$ cat src/rtl/its_pkg.sv
// Shared types and constants of the triangle subdivider.
package its_pkg;
    localparam int INDEX_BITS = 24;
    localparam int COORD_BITS = 32;
    localparam int RADIUS_BITS = 31;
    localparam int CFG_BITS = 31;
    localparam int CFG_IDX_BITS = 1;
    localparam logic [CFG_IDX_BITS-1:0] REG_RADIUS = 1'd0;
    localparam logic [CFG_IDX_BITS-1:0] REG_START_INDEX = 1'd1;
    localparam logic KIND_VERTEX = 1'b0;
    localparam logic KIND_TRIANGLE = 1'b1;

    // One accepted triangle with its assigned new-vertex numbers.
    typedef struct packed {
        logic signed [COORD_BITS-1:0] ax, ay, az, bx, by, bz, cx, cy, cz;
        logic [INDEX_BITS-1:0] ia, ib, ic, nab;
    } tri_word_t;
endpackage

$ cat src/rtl/its_front.sv
// Front end: accepts triangles, numbers new vertices, queues words for the back end.
module its_front
    import its_pkg::*;
(
    input  logic clk,
    input  logic rst_n,
    input  logic in_valid,
    output logic in_stall,
    input  tri_word_t in_word,
    input  logic idx_load,
    input  logic [INDEX_BITS-1:0] idx_value,
    output logic q_valid,
    input  logic q_take,
    output tri_word_t q_word
);
    // Two-entry queue.
    tri_word_t q_mem_reg [2];
    logic [1:0] q_cnt_reg;
    logic rd_ptr_reg, wr_ptr_reg;
    logic [INDEX_BITS-1:0] next_index_reg;
    logic push;
    tri_word_t w;

    assign in_stall = (q_cnt_reg == 2'd2);
    assign push = in_valid && !in_stall;
    assign q_valid = (q_cnt_reg != 2'd0);
    assign q_word = q_mem_reg[rd_ptr_reg];

    always_comb
    begin
        w = in_word;
        w.nab = next_index_reg;
    end

    // Queue storage carries no reset.
    always_ff @(posedge clk)
    begin
        if (push)
        begin
            q_mem_reg[wr_ptr_reg] <= w;
        end
    end

    // Pointers, count and running vertex index.
    always_ff @(posedge clk or negedge rst_n)
    begin
        if (!rst_n)
        begin
            q_cnt_reg <= 2'd0;
            rd_ptr_reg <= 1'b0;
            wr_ptr_reg <= 1'b0;
            next_index_reg <= INDEX_BITS'(12);
        end
        else
        begin
            if (push)
            begin
                wr_ptr_reg <= !wr_ptr_reg;
            end
            if (q_take)
            begin
                rd_ptr_reg <= !rd_ptr_reg;
            end
            q_cnt_reg <= q_cnt_reg + {1'b0, push} - {1'b0, q_take};
            if (idx_load)
            begin
                next_index_reg <= idx_value;
            end
            else if (push)
            begin
                next_index_reg <= next_index_reg + INDEX_BITS'(3);
            end
        end
    end
endmodule

$ cat config.mk
export PLATFORM = sky130hd
export DESIGN_NAME = its_front
export DESIGN_NICKNAME = d
export VERILOG_FILES = /design/src/rtl/its_pkg.sv /design/src/rtl/its_front.sv
export SDC_FILE = /design/constraint.sdc
export NUM_CORES = 1
export LEC_CHECK = 0
export BUFFER_PORTS_ARGS = -buffer_cell sky130_fd_sc_hd__buf_4
export CAP_MARGIN = 20
export CELL_PAD_IN_SITES_DETAIL_PLACEMENT = 2
export CELL_PAD_IN_SITES_GLOBAL_PLACEMENT = 2
export CORE_AREA = 2 2 314 316
export DETAILED_ROUTE_END_ITERATION = 8
export DIE_AREA = 0 0 316 318
export GPL_TIMING_DRIVEN = 0
export PLACE_DENSITY = 0.65
export SKIP_CTS_REPAIR_TIMING = 1
export SYNTH_ARGS = -nofsm -noshare
export SYNTH_HDL_FRONTEND = slang
export SYNTH_SLANG_ARGS = --single-unit
$ cat constraint.sdc
create_clock -name clk -period 18.45 [get_ports clk]
set_input_delay 3.69 -clock clk [delete_from_list [all_inputs] [get_ports clk]]
set_output_delay 3.69 -clock clk [all_outputs]
set_load 0.005 [all_outputs]
; ---- Word-level counts from Yosys, hierarchy flattened
; Memories as Yosys holds them, arrays and structs flattened.
; Index checks and enable logic that the tools add are counted.
[totals]
regBits = 28
out_inout_bits = 386
mem_count = 1
elab_cells = 19
mem_bits_rw = 768
[memory_table]
columns = name, depth, word_bits, rd, rd_clocked_by_memory_dff, write_ports, line
row1 = q_mem_reg, 2, 384, 1, 0, 1, its_front.sv:17  ; tri_word_t q_mem_reg [2];
[op_classes]
n_mux = 4
eq_ne = 1
reduce_logical = 6
n_addsub = 3
[op_table]
columns = operator, count
row1 = $mux W24, 2
row2 = $add A24 B2 Y24 const B, 1
row3 = $reduce_bool A2 Y1, 2
row4 = $logic_not A1 Y1, 3
row5 = $add A2 B1 Y2, 1
row6 = $eq A2 B2 Y1 const B, 1
row7 = $mux W1, 2
row8 = $sub A2 B1 Y2, 1
row9 = $logic_and A1 B1 Y1, 1

; ---- Depth between registers and ports, before layout
[logic_depth]
depth_word = 5
depth_mapped = 8
mapped_depth_nobuf = 7

; ---- Worst setup path after synthesis
; Ideal clock, no wire load.
[synth_timing]
path_kind = input to register
start = input in_valid
end = memory q_mem_reg[0][0] in the netlist's numbering (enable)
setup_time_ns = 1.141
path_stages = 3
t_arrival_ns = 20.021
path_slack_ns = -2.712
path_buffers = 1
required_time_ns = 17.309
cell_sequence = clkbuf_1 nand2_1 nor2_1
[synth_between]
elab_chain_cells = 3
[synth_rtl]
columns = item, line
row1 = start: declaration, its_front.sv:7  ; input logic in_valid,
row2 = $logic_and A1 B1 Y1, its_front.sv:25  ; assign push = in_valid && !in_stall;
row3 = $mux W1, its_front.sv:38  ; if (push)
row4 = $mux W1 (not written as such), its_front.sv:40  ; q_mem_reg[wr_ptr_reg] <= w;
row5 = end: declaration, its_front.sv:17
; No other way between the ends.

==> summary.md <==
| Metric | Value |
|---|---|
| Status | `complete, no violations` |
| Cts bufs inserted | `92` |
| Ys flop type | `edfxtp_1` |
| Global-route wire length before repair | `130200 microns` |
| Initial Util | `29.98%` |
| GRT Total Usage | `17.85%` |
| Fin. max-slew vios | `0` |
| Max VDD drop | `0.00009359 V` |
| Fin Setup TNS | `0 ns` |
| Met2 wire len | `50320 microns` |
| Switch Pwr | `0.001836 W` |
| Worst Skew | `0.02338 ns` |
| Yosys warning count | `0` |
| Post-Synth Simple-Gate Area | `1.508%` |
| CTS Root Cell | `clkbuf_16` |
| DP Worst Slack | `11.86 ns` |
| Routed wire per std cell | `25.11 microns` |
| Placed Cells | `3467` |
| Max reg flops | `768` |
| Sw frac | `29.19%` |
| Min setup slack post-route | `11.56 ns` |
| Site Rows | `115` |
| Async set or reset register ratio after synthesis | `3.518%` |
| Clock share of power | `27.4%` |
| XOR/XNOR share of the synthesized area | `0.3298%` |
| Vias in the first global route | `18817` |
| Initial antenna violation count | `23` |
| Via/cell ratio | `4.531` |
| Tightest Pin Transition | `0.9508 ns` |
| CTS clk-pin slew, worst paths | `0.06 ns` |
| Worst EP required | `14.76 ns` |
| Worst Path Class, Setup | `reg -> out` |
| Clock Sinks | `796` |
| Share of cells above drive strength 1 | `56.31%` |
| Period minus WS final | `6.889 ns` |
| Final period util | `37.34%` |
| Final hold slack | `0.5080 ns` |
| # DRC | `0` |
| Critical Path Fanout Max | `10` |
| Die W | `316 microns` |
| P&R area growth vs syn | `37.07%` |
| Num ports | `799` |
| Critical Path Source Type | `flop` |
| Comb pwr share | `32.0%` |
| Max-slew headroom | `36.61%` |
| Top layer in use | `met5` |
| PortBufs | `773` |
| Finished Layout Cells | `3645` |
| Crit. End Element | `primary output` |
| Layout Nets | `2690` |
| Hold Crit Depth | `0` |
| Mapped Area | `29210 sq um` |
| H-tree depth | `3` |
| Endpoints failing hold | `0` |
| Hold crit path type | `reg -> reg` |
| Largest family of logic cells by synthesized area | `multiplexers` |
| Largest net degree at the start of global routing | `66` |
| Setup-failing EPs final | `0` |
| Synth Area in Adders | `0.1285%` |
| Sequential area share after synthesis | `81.37%` |
| RSZ-0062 raised after global routing | `no` |
| Pleak | `14.67 nW` |
| Clock Tree Buf Depth | `3` |
| Routed WL | `91530 microns` |
| Min-Delay Endpoint | `q_mem_reg[1][23]` |
| Cells after Synth | `1382` |
| Setup slack, reg-to-reg | `15.37 ns` |
| Die Span Y | `318 microns` |
| CTS tree | `built` |
| Number of distinct library cells after synthesis | `40` |
| Internal | `0.004454 W` |
| Number of enable flip-flop cells after synthesis | `768` |
| Clock Latency Late Sink | `0.66 ns` |
| Synth Net Count | `1798` |
| Power Dens Cells | `157.1 nW/um^2` |
| Flop pwr share | `40.7%` |
| FF+latch count, synth | `796` |
| GRT overflow | `0` |
| Synth Area in Compound Gates | `1.015%` |
| Worst r2r src | `q_cnt_reg[1]` |
| FF-to-FF path depth | `7` |
| Final Util | `41.10%` |
| GPL Wtd Cong | `0.7825` |
| Multiplexer share of the synthesized area | `14.80%` |
| Fmax | `145.2 MHz` |
| ANT nets after route | `0` |
| Via count of the routed design | `16516` |
| Total core area | `97410 sq um` |
| # Max-Cap Violations | `0` |
| TritonRoute pass-1 iters | `4` |
| Die Area | `100500 sq um` |
| FF-to-FF End | `q_mem_reg[0][247]` |
| DR iter-0 viols | `729` |
| Worst Path Arrival | `3.20 ns` |
| Syn avg cell area | `21.13 sq um` |
| Met3 Wirelength | `7621 microns` |
| Hold Startpoint | `next_index_reg[23]` |
| Detailed Place HPWL | `68360 microns` |
| M1 wire length | `30080 microns` |
critical path: stages (launching register included):
cell and delay, ns:
dfrtp_1 0.32, clkbuf_1 0.28, clkbuf_1 0.55, buf_8 0.22, clkbuf_1 0.57, mux2_2 0.41
buf_4 0.17
area by class of cell:
type                            instances  area [sq um]
Fill cell                            9385         57380
Sequential cell                       796         23770
Timing Repair Buffer                  798          6359
Multi-Input combinational cell        522          5207
Clock buffer                          112          2399
Tap cell                             1287          1610
Clock inverter                         54         417.9
Buffer                                 54         210.2
Inverter                               10         37.54
Antenna cell                           12         30.03
power by group through the flow:
stage / clock, W / combinational (W) / sequential, W
after floorplan: 0 / 0.000864 / 0.00273
after CTS: 0.00177 / 0.00208 / 0.00256
after global placement: 0 / 0.00192 / 0.00287
after detailed placement: 0 / 0.00206 / 0.00260
after global routing: 0.00183 / 0.00216 / 0.00260
final: 0.00172 / 0.00201 / 0.00256
through the flow:
step                      cell area, sq um  total power (W)
after floorplan                      29210         0.003596
after global placement               36620         0.004788
after detailed placement             37190         0.004660
after CTS                            40010         0.006419
after global routing                 40030         0.006592
final                                40040         0.006290
layer usage:
layer  vias to the layer above  track usage, %
met3                       181           6.548
met5                         -               0
met4                        22           7.393
met2                       557           33.18
li1                       7317               -
met1                      8439           17.62
synth_stat cells (all sizes together) (7+ instances only):
master / instances / area (sq um)
nor2: 15 / 56.30
nand4: 9 / 68.81
clkbuf: 53 / 198.9
mux2: 384 / 4324
o21ai: 10 / 50.05
o311ai: 8 / 70.07
a31oi: 11 / 68.82
nand2: 20 / 75.07
or4: 8 / 63.81
nand3: 8 / 40.04
o31ai: 7 / 52.55
dfrtp: 26 / 650.6
or2: 7 / 43.79
edfxtp: 768 / 23060
inv: 9 / 33.78
cells in the final DEF (no fill, tap or decap), types with 8 or more instances in the layout:
cell / n
nand3_1: 8
buf_4: 773
inv_1: 9
nor2_1: 14
o21ai_0: 10
diode_2: 12
edfxtp_1: 768
clkbuf_16: 93
clkbuf_1: 72
buf_16: 10
buf_12: 11
dfrtp_1: 26
mux2_2: 384
a31oi_1: 11
nand2_1: 20
clkinv_2: 15
clkinv_1: 24
cells by family after synthesis:
| family | after synthesis |
|---|---|
| simple gates | 81 |
| fa+ha+maj | 3 |
| mux | 384 |
| compound gates | 43 |
| xor+xnor | 11 |
| buf+inv | 64 |
| flops | 796 |
how the worst max path moves through the flow:
stage	to	slack [ns]	depth (start not counted)	startpoint
final	q_word[195]	11.56	6	rd_ptr_reg
after global routing	q_word[195]	11.17	6	rd_ptr_reg
after CTS	q_word[195]	11.15	6	rd_ptr_reg
after detailed placement	q_word[195]	11.86	6	rd_ptr_reg
after global placement	q_mem_reg[0][101]	-2.75	4	in_valid
after floorplan	q_mem_reg[0][0]	3.81	3	in_valid
(Power assumes the default switching activity.)
